==> src/sv/assert_macros.svh <==
// Assertion macros shared by the min-tracking stack RTL.
// Each macro samples on clk and is disabled while rst_n is low.
`ifndef ASSERT_MACROS_SVH
`define ASSERT_MACROS_SVH

// Same-cycle implication.
`define MTS_ASSERT_IMP(lbl, ante, cons) \
    lbl: assert property (@(posedge clk) disable iff (!rst_n) (ante) |-> (cons)) \
        else $error("min stack assertion failed (same cycle)");

// Next-cycle implication.
`define MTS_ASSERT_NEXT(lbl, ante, cons) \
    lbl: assert property (@(posedge clk) disable iff (!rst_n) (ante) |=> (cons)) \
        else $error("min stack assertion failed (next cycle)");

`endif

==> src/sv/mts_pkg.sv <==
// Shared types and constants for the min-tracking stack.
// Used by mts_ram and min_tracking_stack_core; no dependencies.
package mts_pkg;

    localparam int STACK_DEPTH_DEFAULT = 64;
    localparam int DATA_W              = 32;
    localparam int ENTRY_W             = 34;
    localparam int FILL_W              = 7;
    localparam logic signed [DATA_W-1:0] INT_MAX = 32'sh7FFF_FFFF;

    typedef enum logic
    {
        ACT_PUSH = 1'b0,
        ACT_POP  = 1'b1
    } action_t;

    typedef enum logic [1:0]
    {
        STAT_OK        = 2'd0,
        STAT_POP_EMPTY = 2'd1,
        STAT_PUSH_FULL = 2'd2
    } status_t;

    typedef logic signed [ENTRY_W-1:0] entry_t;

endpackage

==> src/sv/min_tracking_stack_core.sv <==
// Top level of the min-tracking stack: input register, stack update and
// result register. Depends on mts_pkg, mts_ram and assert_macros.svh.
//
//  channel | dir | tdata (low bit up)                              | tuser
//  --------+-----+-------------------------------------------------+--------------
//  s_*     | in  | value[31:0]                                     | action[0]
//  m_*     | out | top_value[31:0] min_value[31:0] is_empty fill_count[6:0] | status[1:0]
//
// One item per cycle sustained while the result side is not stalled; a result is
// valid once its input has passed the input register, then the result
// register. The rate holds because the top register, minimum register and
// count are all updated at the edge where an item fires.
// The entry below the top is prefetched from the RAM, so a pop needs no wait.
// Reset clears count and valid flags and sets the minimum to INT_MAX; the RAM is not cleared.
// A stalled result holds both stages; the input side keeps taking items
// while the input register can move forward.
`include "assert_macros.svh"

module min_tracking_stack_core #(
    parameter int STACK_DEPTH = mts_pkg::STACK_DEPTH_DEFAULT
) (
    input  logic        clk,
    input  logic        rst_n,
    input  logic        s_tvalid,
    output logic        s_tready,
    input  logic [31:0] s_tdata,   // value[31:0]
    input  logic [0:0]  s_tuser,   // action[0]
    output logic        m_tvalid,
    input  logic        m_tready,
    output logic [71:0] m_tdata,   // top_value[31:0], min_value[63:32],
                                   // is_empty[64], fill_count[71:65]
    output logic [1:0]  m_tuser    // status[1:0]
);

    localparam int CW = $clog2(STACK_DEPTH + 1);
    localparam int AW = (STACK_DEPTH > 1) ? $clog2(STACK_DEPTH) : 1;
    localparam int DW = mts_pkg::DATA_W;
    localparam int EW = mts_pkg::ENTRY_W;

    // Input stage.
    logic                  in_valid_reg;
    mts_pkg::action_t      in_action_reg;
    logic signed [DW-1:0]  in_value_reg;

    // Stack state.
    logic [CW-1:0]         count_reg, count_next;
    logic signed [DW-1:0]  min_reg, min_next;
    mts_pkg::entry_t       top_reg, top_next;
    mts_pkg::entry_t       below_reg;
    logic                  below_sel_reg;

    // Result stage.
    logic                  out_valid_reg;
    logic [71:0]           out_data_reg, out_data_next;
    mts_pkg::status_t      out_status_reg, status_next;

    logic                  advance;
    logic                  fire;
    logic                  do_push;
    logic                  do_pop;
    mts_pkg::entry_t       below;
    mts_pkg::entry_t       x_ext;
    mts_pkg::entry_t       min_ext;
    mts_pkg::entry_t       min_next_ext;
    mts_pkg::entry_t       restored_min;
    mts_pkg::entry_t       marker;
    logic [CW-1:0]         count_m1;
    logic [CW-1:0]         count_m3;
    logic                  is_full;
    logic                  is_zero;
    logic signed [DW-1:0]  top_out;
    logic signed [DW-1:0]  min_out;
    mts_pkg::entry_t       ram_rd_data;

    function automatic logic [mts_pkg::FILL_W-1:0] FILL_W_CAST(input logic [CW-1:0] c);
        return mts_pkg::FILL_W'(c);
    endfunction

    assign advance  = !out_valid_reg || m_tready;
    assign fire     = in_valid_reg && advance;
    assign s_tready = !in_valid_reg || advance;

    always_ff @(posedge clk or negedge rst_n)
    begin
        if (!rst_n)
        begin
            in_valid_reg <= 1'b0;
        end
        else if (s_tready)
        begin
            in_valid_reg <= s_tvalid;
        end
    end

    always_ff @(posedge clk)
    begin
        if (s_tready && s_tvalid)
        begin
            in_action_reg <= mts_pkg::action_t'(s_tuser[0]);
            in_value_reg  <= s_tdata;
        end
    end

    // The word below the top comes from the RAM after a pop, else from the
    // register that took the old top on the last push.
    assign below = below_sel_reg ? ram_rd_data : below_reg;

    assign x_ext        = {{(EW - DW){in_value_reg[DW-1]}}, in_value_reg};
    assign min_ext      = {{(EW - DW){min_reg[DW-1]}}, min_reg};
    assign marker       = {x_ext[EW-2:0], 1'b0} - min_ext;
    assign restored_min = {min_ext[EW-2:0], 1'b0} - top_reg;
    assign count_m1     = count_reg - CW'(1);
    assign count_m3     = count_reg - CW'(3);
    assign is_full      = (count_reg == CW'(STACK_DEPTH));
    assign is_zero      = (count_reg == '0);

    always_comb
    begin
        do_push     = 1'b0;
        do_pop      = 1'b0;
        count_next  = count_reg;
        min_next    = min_reg;
        top_next    = top_reg;
        status_next = mts_pkg::STAT_OK;
        case (in_action_reg)
            mts_pkg::ACT_PUSH:
            begin
                if (is_full)
                begin
                    status_next = mts_pkg::STAT_PUSH_FULL;
                end
                else
                begin
                    do_push    = 1'b1;
                    count_next = count_reg + CW'(1);
                    if (is_zero)
                    begin
                        top_next = x_ext;
                        min_next = in_value_reg;
                    end
                    else if (x_ext >= min_ext)
                    begin
                        top_next = x_ext;
                    end
                    else
                    begin
                        top_next = marker;
                        min_next = in_value_reg;
                    end
                end
            end
            mts_pkg::ACT_POP:
            begin
                if (is_zero)
                begin
                    status_next = mts_pkg::STAT_POP_EMPTY;
                end
                else
                begin
                    do_pop     = 1'b1;
                    count_next = count_m1;
                    top_next   = below;
                    if (top_reg < min_ext)
                    begin
                        min_next = restored_min[DW-1:0];
                    end
                end
            end
            default:
            begin
                status_next = mts_pkg::STAT_OK;
            end
        endcase
    end

    assign min_next_ext = {{(EW - DW){min_next[DW-1]}}, min_next};

    // Decode the new top: a marker word stands for the minimum itself.
    always_comb
    begin
        if (count_next == '0)
        begin
            top_out = '0;
            min_out = '0;
        end
        else
        begin
            top_out = (top_next >= min_next_ext) ? top_next[DW-1:0] : min_next;
            min_out = min_next;
        end
        out_data_next = {FILL_W_CAST(count_next), (count_next == '0), min_out, top_out};
    end

    always_ff @(posedge clk or negedge rst_n)
    begin
        if (!rst_n)
        begin
            count_reg     <= '0;
            min_reg       <= mts_pkg::INT_MAX;
            below_sel_reg <= 1'b0;
            out_valid_reg <= 1'b0;
        end
        else
        begin
            if (advance)
            begin
                out_valid_reg <= in_valid_reg;
            end
            if (fire)
            begin
                count_reg <= count_next;
                min_reg   <= min_next;
                if (do_push)
                begin
                    below_sel_reg <= 1'b0;
                end
                else if (do_pop)
                begin
                    below_sel_reg <= 1'b1;
                end
            end
        end
    end

    always_ff @(posedge clk)
    begin
        if (fire)
        begin
            top_reg        <= top_next;
            out_data_reg   <= out_data_next;
            out_status_reg <= status_next;
            if (do_push)
            begin
                below_reg <= top_reg;
            end
        end
    end

    // The old top moves into the RAM on a push; a pop prefetches the entry
    // that will sit below the new top.
    mts_ram #(
        .DEPTH  (STACK_DEPTH),
        .ADDR_W (AW)
    ) u_ram (
        .clk     (clk),
        .wr_en   (fire && do_push && !is_zero),
        .wr_addr (count_m1[AW-1:0]),
        .wr_data (top_reg),
        .rd_en   (fire && do_pop),
        .rd_addr (count_m3[AW-1:0]),
        .rd_data (ram_rd_data)
    );

    assign m_tvalid = out_valid_reg;
    assign m_tdata  = out_data_reg;
    assign m_tuser  = out_status_reg;

    `MTS_ASSERT_IMP(a_count_bound, 1'b1, count_reg <= CW'(STACK_DEPTH))
    `MTS_ASSERT_NEXT(a_push_grows, fire && do_push, count_reg == CW'($past(count_reg) + 1))
    `MTS_ASSERT_NEXT(a_pop_shrinks, fire && do_pop, count_reg == CW'($past(count_reg) - 1))
    `MTS_ASSERT_IMP(a_full_fill, m_tvalid && (m_tuser == mts_pkg::STAT_PUSH_FULL),
        m_tdata[71:65] == mts_pkg::FILL_W'(STACK_DEPTH))

endmodule

==> src/sv/mts_ram.sv <==
// Entry storage of the min-tracking stack: one write port, one read port
// with registered read data. Depends on mts_pkg for the entry type.
module mts_ram #(
    parameter int DEPTH  = mts_pkg::STACK_DEPTH_DEFAULT,
    parameter int ADDR_W = (DEPTH > 1) ? $clog2(DEPTH) : 1
) (
    input  logic                clk,
    input  logic                wr_en,
    input  logic [ADDR_W-1:0]   wr_addr,
    input  mts_pkg::entry_t     wr_data,
    input  logic                rd_en,
    input  logic [ADDR_W-1:0]   rd_addr,
    output mts_pkg::entry_t     rd_data
);

    mts_pkg::entry_t mem [DEPTH];
    mts_pkg::entry_t rd_data_reg;

    always_ff @(posedge clk)
    begin
        if (wr_en)
        begin
            mem[wr_addr] <= wr_data;
        end
        if (rd_en)
        begin
            rd_data_reg <= mem[rd_addr];
        end
    end

    assign rd_data = rd_data_reg;

endmodule

==> config.mk <==
export PLATFORM = sky130hd
export DESIGN_NAME = min_tracking_stack_core
export DESIGN_NICKNAME = d
export VERILOG_FILES = /design/src/sv/mts_pkg.sv /design/src/sv/min_tracking_stack_core.sv /design/src/sv/mts_ram.sv
export VERILOG_INCLUDE_DIRS = /design/src /design/src/sv
export SDC_FILE = /design/constraint.sdc
export NUM_CORES = 2
export LEC_CHECK = 0
export ABC_AREA = 0
export CAP_MARGIN = 20
export CORE_MARGIN = 3
export CORE_UTILIZATION = 37
export CTS_CLUSTER_SIZE = 20
export DETAILED_ROUTE_END_ITERATION = 6
export DONT_BUFFER_PORTS = 1
export PLACE_DENSITY_LB_ADDON = 0.1
export SLEW_MARGIN = 15
export SYNTH_ARGS = -nofsm -noshare
export SYNTH_HDL_FRONTEND = slang
export SYNTH_HIERARCHICAL = 1
export SYNTH_SLANG_ARGS = --single-unit
==> constraint.sdc <==
create_clock -name clk -period 5.35 [get_ports clk]
set_input_delay 1.3375 -clock clk [delete_from_list [all_inputs] [get_ports clk]]
set_output_delay 1.3375 -clock clk [all_outputs]
set_load 0.01 [all_outputs]
==> results <==
- The routed design has 314000 microns of wire.
- The die extent in x is 526 microns.
- The clock-pin slew on the worst setup and hold paths is 60 ps.
- The fraction of final layout cells sized beyond drive strength 1 is 0.316.
- In this run the vertical extent of the chip is 526 microns.
- The final layout contains 6244 nets.
- The setup total negative slack is -3840 ps.
- The final reports fail on negative setup slack.
- The proportion of total power due to net switching is 0.400.
- The register with the most flip-flops in the layout has 2176 of them.
- The number of hold-repair buffers added at the cts stage is 0.
- The maximum fanout count along the critical path is 8.
- STA classifies the critical path endpoint as a flip-flop.
- The number of rows in the core area is 190.
- The number of clock buffers added by TritonCTS is 276.
- The post-route non-filler standard cell count is 9807.
- The sort of element at the start of the critical path is a flip-flop.
- The initial antenna violation count is 26.
- The library cell occupying the most area in the post-synthesis netlist is sky130_fd_sc_hd__edfxtp_1.
- The kind of critical path is flip-flop to flip-flop.
- The final critical delay including setup and external delays is 5580 ps.
- Input and output buffers added on the ports amount to 0.
- The synthesized design contains 2385 enable-type register cells.
- The net switching component of the power is 34.0 mW.
- Summing every instance area after synthesis gives 99900 sq um.
- The clock latency of the later-clocked register in the worst-skew pair is 900 ps.
- The relative slew slack is 0.229.
- The final core utilization is 0.447.
- Setup repair after global routing could not meet its margin everywhere.
- The floorplan step defined a core boundary enclosing 268000 sq um.
- IR analysis of the VDD net gives a maximum drop of 565 uV.
- The maximum number of pins on one net before global-route repair is 98.
- For this design the static power due to leakage is 39.8 nW.
- Across the run, the number of max-cap violations was 0.
- The endpoint arrival time on the critical path is 6190 ps.
- The total of fill cells in the finished design is 23100.
- Ranked by total cell area, the synthesized netlist is headed by sky130_fd_sc_hd__edfxtp_1 72%, sky130_fd_sc_hd__mux4_2 11%, sky130_fd_sc_hd__mux2i_1 2.3%, sky130_fd_sc_hd__ha_1 2.0%, sky130_fd_sc_hd__mux2_2 1.1%.
- The starting DRC count in detailed routing is 5506.
- Of the post-synthesis cell area, the dominant cell type holds 0.717.
- Global routing finished with a remaining overflow of 0.
- The area of the die is 276000 sq um.
- The count of final max-slew check failures is 0.
- The worst path setup slack after routing is -230 ps.
- The vias after detailed routing is 55400.
- The starting utilization of the core area is 0.372.
- Yosys printed 6 warnings.
- Among all flip-flop cells after synthesis, the most frequent one is sky130_fd_sc_hd__edfxtp_1.
- In this run, synthesis produced a sequential element count of 2427.
- In the finished design, the share of the clock period the worst path needs comes to 1.04.
- The worst endpoint required time is 5960 ps.
- The power density relative to cell area is 709 nW/um^2.
- Derived from the worst setup path, the maximum achievable clock frequency is 0.179 GHz.
- After synthesis, the share of flip-flops with an asynchronous set or reset is 0.0173.
- The most common cell after layout, fill and taps aside is sky130_fd_sc_hd__edfxtp_1.
- The number of global-route vias before repair is 56100.
- Dividing the detail-routed wire length by the instance count gives 32.0 microns.
- The tree is rooted in a sky130_fd_sc_hd__clkbuf_16.
- The sequential-to-total area share from yosys stat is 0.728.
- The via density per instance is 5.64.
- The clock passes through at most 4 buffers.
- The top cell types in the final layout, fill and taps aside, are 2385 x sky130_fd_sc_hd__edfxtp_1, 636 x sky130_fd_sc_hd__buf_4, 472 x sky130_fd_sc_hd__mux4_2.
- The routability congestion estimate is 0.894.
- In the routed design, unresolved DRC markers number 0.
- TritonCTS built the clock tree.
- The flow ran to the end, but the final reports show violations.
- The maximum level of the CTS H-tree is 5.
- From synthesis to final layout, the design area changed by 19.9%.
- The internal reg-to-reg setup slack is -230 ps.
- Across the routed clock network, the largest skew measured is 53.1 ps.
- The combinational cell fraction of total power is 0.494.
- The share of total power dissipated in the clock network is 0.215.
- The number of standard cells after synthesis is 5306.
- For the pin with the worst max-slew slack, the measured transition is 1160 ps.
- On the final layout, the worst hold slack is 180 ps.
- The first-pass GRT wire length is 440000 microns.
- The sum of net half-perimeters after detailed placement is 187000 microns.
- The number of sinks driven by the clock tree is 2427.
- The post-detailed-route count of antenna-violating nets is 0.
- The number of detailed-route iterations in the first pass is 5.
- After synthesis, the mean cell area works out to 18.8 sq um.
- The path type of the worst min-delay path is primary input to async pin.
- The final-report hold violation count is 0.
- The number of top-level pins is 113.
- The number of setup violations in the final report is 32.
- The register containing the most flip-flops in the final layout is u_ram/mem.
- The net count after synthesis is 5508.
- The design internal power is 51.0 mW.
- Counting tap cells, the placed design contains a total of 9234 instances.
- Of the total power, registers draw 0.291.
- The count of cell types in the netlist is 98.
- The total global routing track utilization is 0.223.
cells in the mapped netlist, types with 28 or more instances:
cell type,instances
sky130_fd_sc_hd__a211oi_1,31
sky130_fd_sc_hd__nand4_1,71
sky130_fd_sc_hd__xnor2_1,35
sky130_fd_sc_hd__mux2_2,96
sky130_fd_sc_hd__nor2b_1,39
sky130_fd_sc_hd__clkbuf_1,118
sky130_fd_sc_hd__o22ai_1,109
sky130_fd_sc_hd__inv_1,85
sky130_fd_sc_hd__a221o_1,28
sky130_fd_sc_hd__buf_2,75
sky130_fd_sc_hd__nor2_1,198
sky130_fd_sc_hd__a21o_1,40
sky130_fd_sc_hd__nand3_1,87
sky130_fd_sc_hd__mux2i_1,230
sky130_fd_sc_hd__o21ai_0,92
sky130_fd_sc_hd__nand2_1,205
sky130_fd_sc_hd__edfxtp_1,2385
sky130_fd_sc_hd__ha_1,163
sky130_fd_sc_hd__dfstp_2,31
sky130_fd_sc_hd__a22oi_1,59
sky130_fd_sc_hd__nand2b_1,35
sky130_fd_sc_hd__a21oi_1,149
sky130_fd_sc_hd__o221ai_1,43
sky130_fd_sc_hd__mux4_2,472
timing repair:
action	4_1_cts	5_1_grt
gates resized for setup	103	128
pin swaps	59	55
setup endpoints to repair	32	32
setup buffers	54	29
gates cloned	2	2
logic make-up (layout without fill, tap and decap cells):
group	Yosys count	after routing	share of synthesized area
other	0	9	0
adder cells (fa/ha/maj)	165	165	0.0208
AO/OA/AOI/OAI	738	738	0.0506
XOR/XNOR	61	61	0.00535
buffers and inverters	363	1302	0.0181
multiplexers	803	804	0.141
AND/OR/NAND/NOR	749	749	0.0365
flip-flops	2427	2427	0.728
per-stage QoR:
step | total power, mW | worst slack (ps) | cell area [sq um]
2_1_floorplan | 45.3 | -15.9 | 100000
3_3_place_gp | 64.2 | -699 | 109000
3_5_place_dp | 64.2 | -715 | 109000
4_1_cts | 84.0 | -64.1 | 119000
5_1_grt | 88.5 | -369 | 120000
6_report | 85.0 | -230 | 120000
path summary, 6_finish.rpt:
kind / from / to / cells after the start
max in group asynchronous: rst_n / min_reg[30] / 0
worst max register to register: min_reg[23] / m_tdata[28] / 26
worst min-delay path: rst_n / min_reg[31] / 0
worst min register to register: in_valid_reg / m_tvalid / 1
min in group clk: in_valid_reg / m_tvalid / 1
worst max-delay path: min_reg[23] / m_tdata[28] / 26
cell type report:
cell class	instances	area (sq um)	area share
sequential	2427	72700	0.607
multi-input combinational	2517	27100	0.226
clock buffer	350	7290	0.0608
timing repair buffer	732	6550	0.0546
tap	3552	4440	0.0371
clock inverter	132	1380	0.0115
inverter	88	355	0.00296
antenna	9	22.5	0.000188
critical path, stage by stage, from the launching register on:
cell                       delay, ps
sky130_fd_sc_hd__dfstp_2         560
sky130_fd_sc_hd__inv_4            60
sky130_fd_sc_hd__ha_4            270
sky130_fd_sc_hd__nand4_1         150
sky130_fd_sc_hd__buf_4           200
sky130_fd_sc_hd__nor4_4          330
sky130_fd_sc_hd__or4b_4          550
sky130_fd_sc_hd__nand4b_1        170
sky130_fd_sc_hd__o211ai_4        140
sky130_fd_sc_hd__buf_12          180
sky130_fd_sc_hd__buf_12          140
sky130_fd_sc_hd__mux2i_1         120
sky130_fd_sc_hd__mux2i_1         220
sky130_fd_sc_hd__inv_1           130
sky130_fd_sc_hd__ha_4            230
sky130_fd_sc_hd__a21o_1          150
sky130_fd_sc_hd__a21o_1          160
sky130_fd_sc_hd__a21oi_2         180
sky130_fd_sc_hd__o211ai_1        120
sky130_fd_sc_hd__buf_4           170
sky130_fd_sc_hd__a21oi_4         160
sky130_fd_sc_hd__a211oi_4         90
sky130_fd_sc_hd__o22ai_4         280
sky130_fd_sc_hd__buf_6           160
sky130_fd_sc_hd__nor2_4           40
sky130_fd_sc_hd__buf_12          140
sky130_fd_sc_hd__a2bb2o_4        190
power groups by stage:
| stage | Combinational (mW) | Sequential (mW) | Clock, mW |
|---|---|---|---|
| 2_1_floorplan | 19.7 | 25.6 | 0 |
| 3_3_place_gp | 39.1 | 25.1 | 0 |
| 3_5_place_dp | 39.1 | 25.1 | 0 |
| 4_1_cts | 40.5 | 24.7 | 18.8 |
| 5_1_grt | 44.1 | 24.8 | 19.5 |
| 6_report | 42.0 | 24.7 | 18.3 |
metal layers:
| metal | wire, microns | track usage |
|---|---|---|
| met1 | 138000 | 0.316 |
| met2 | 151000 | 0.364 |
| met3 | 15400 | 0.0248 |
| met4 | 9530 | 0.0644 |
| met5 | 13 | 0 |
Note: power is estimated with default switching activity, not from simulation.
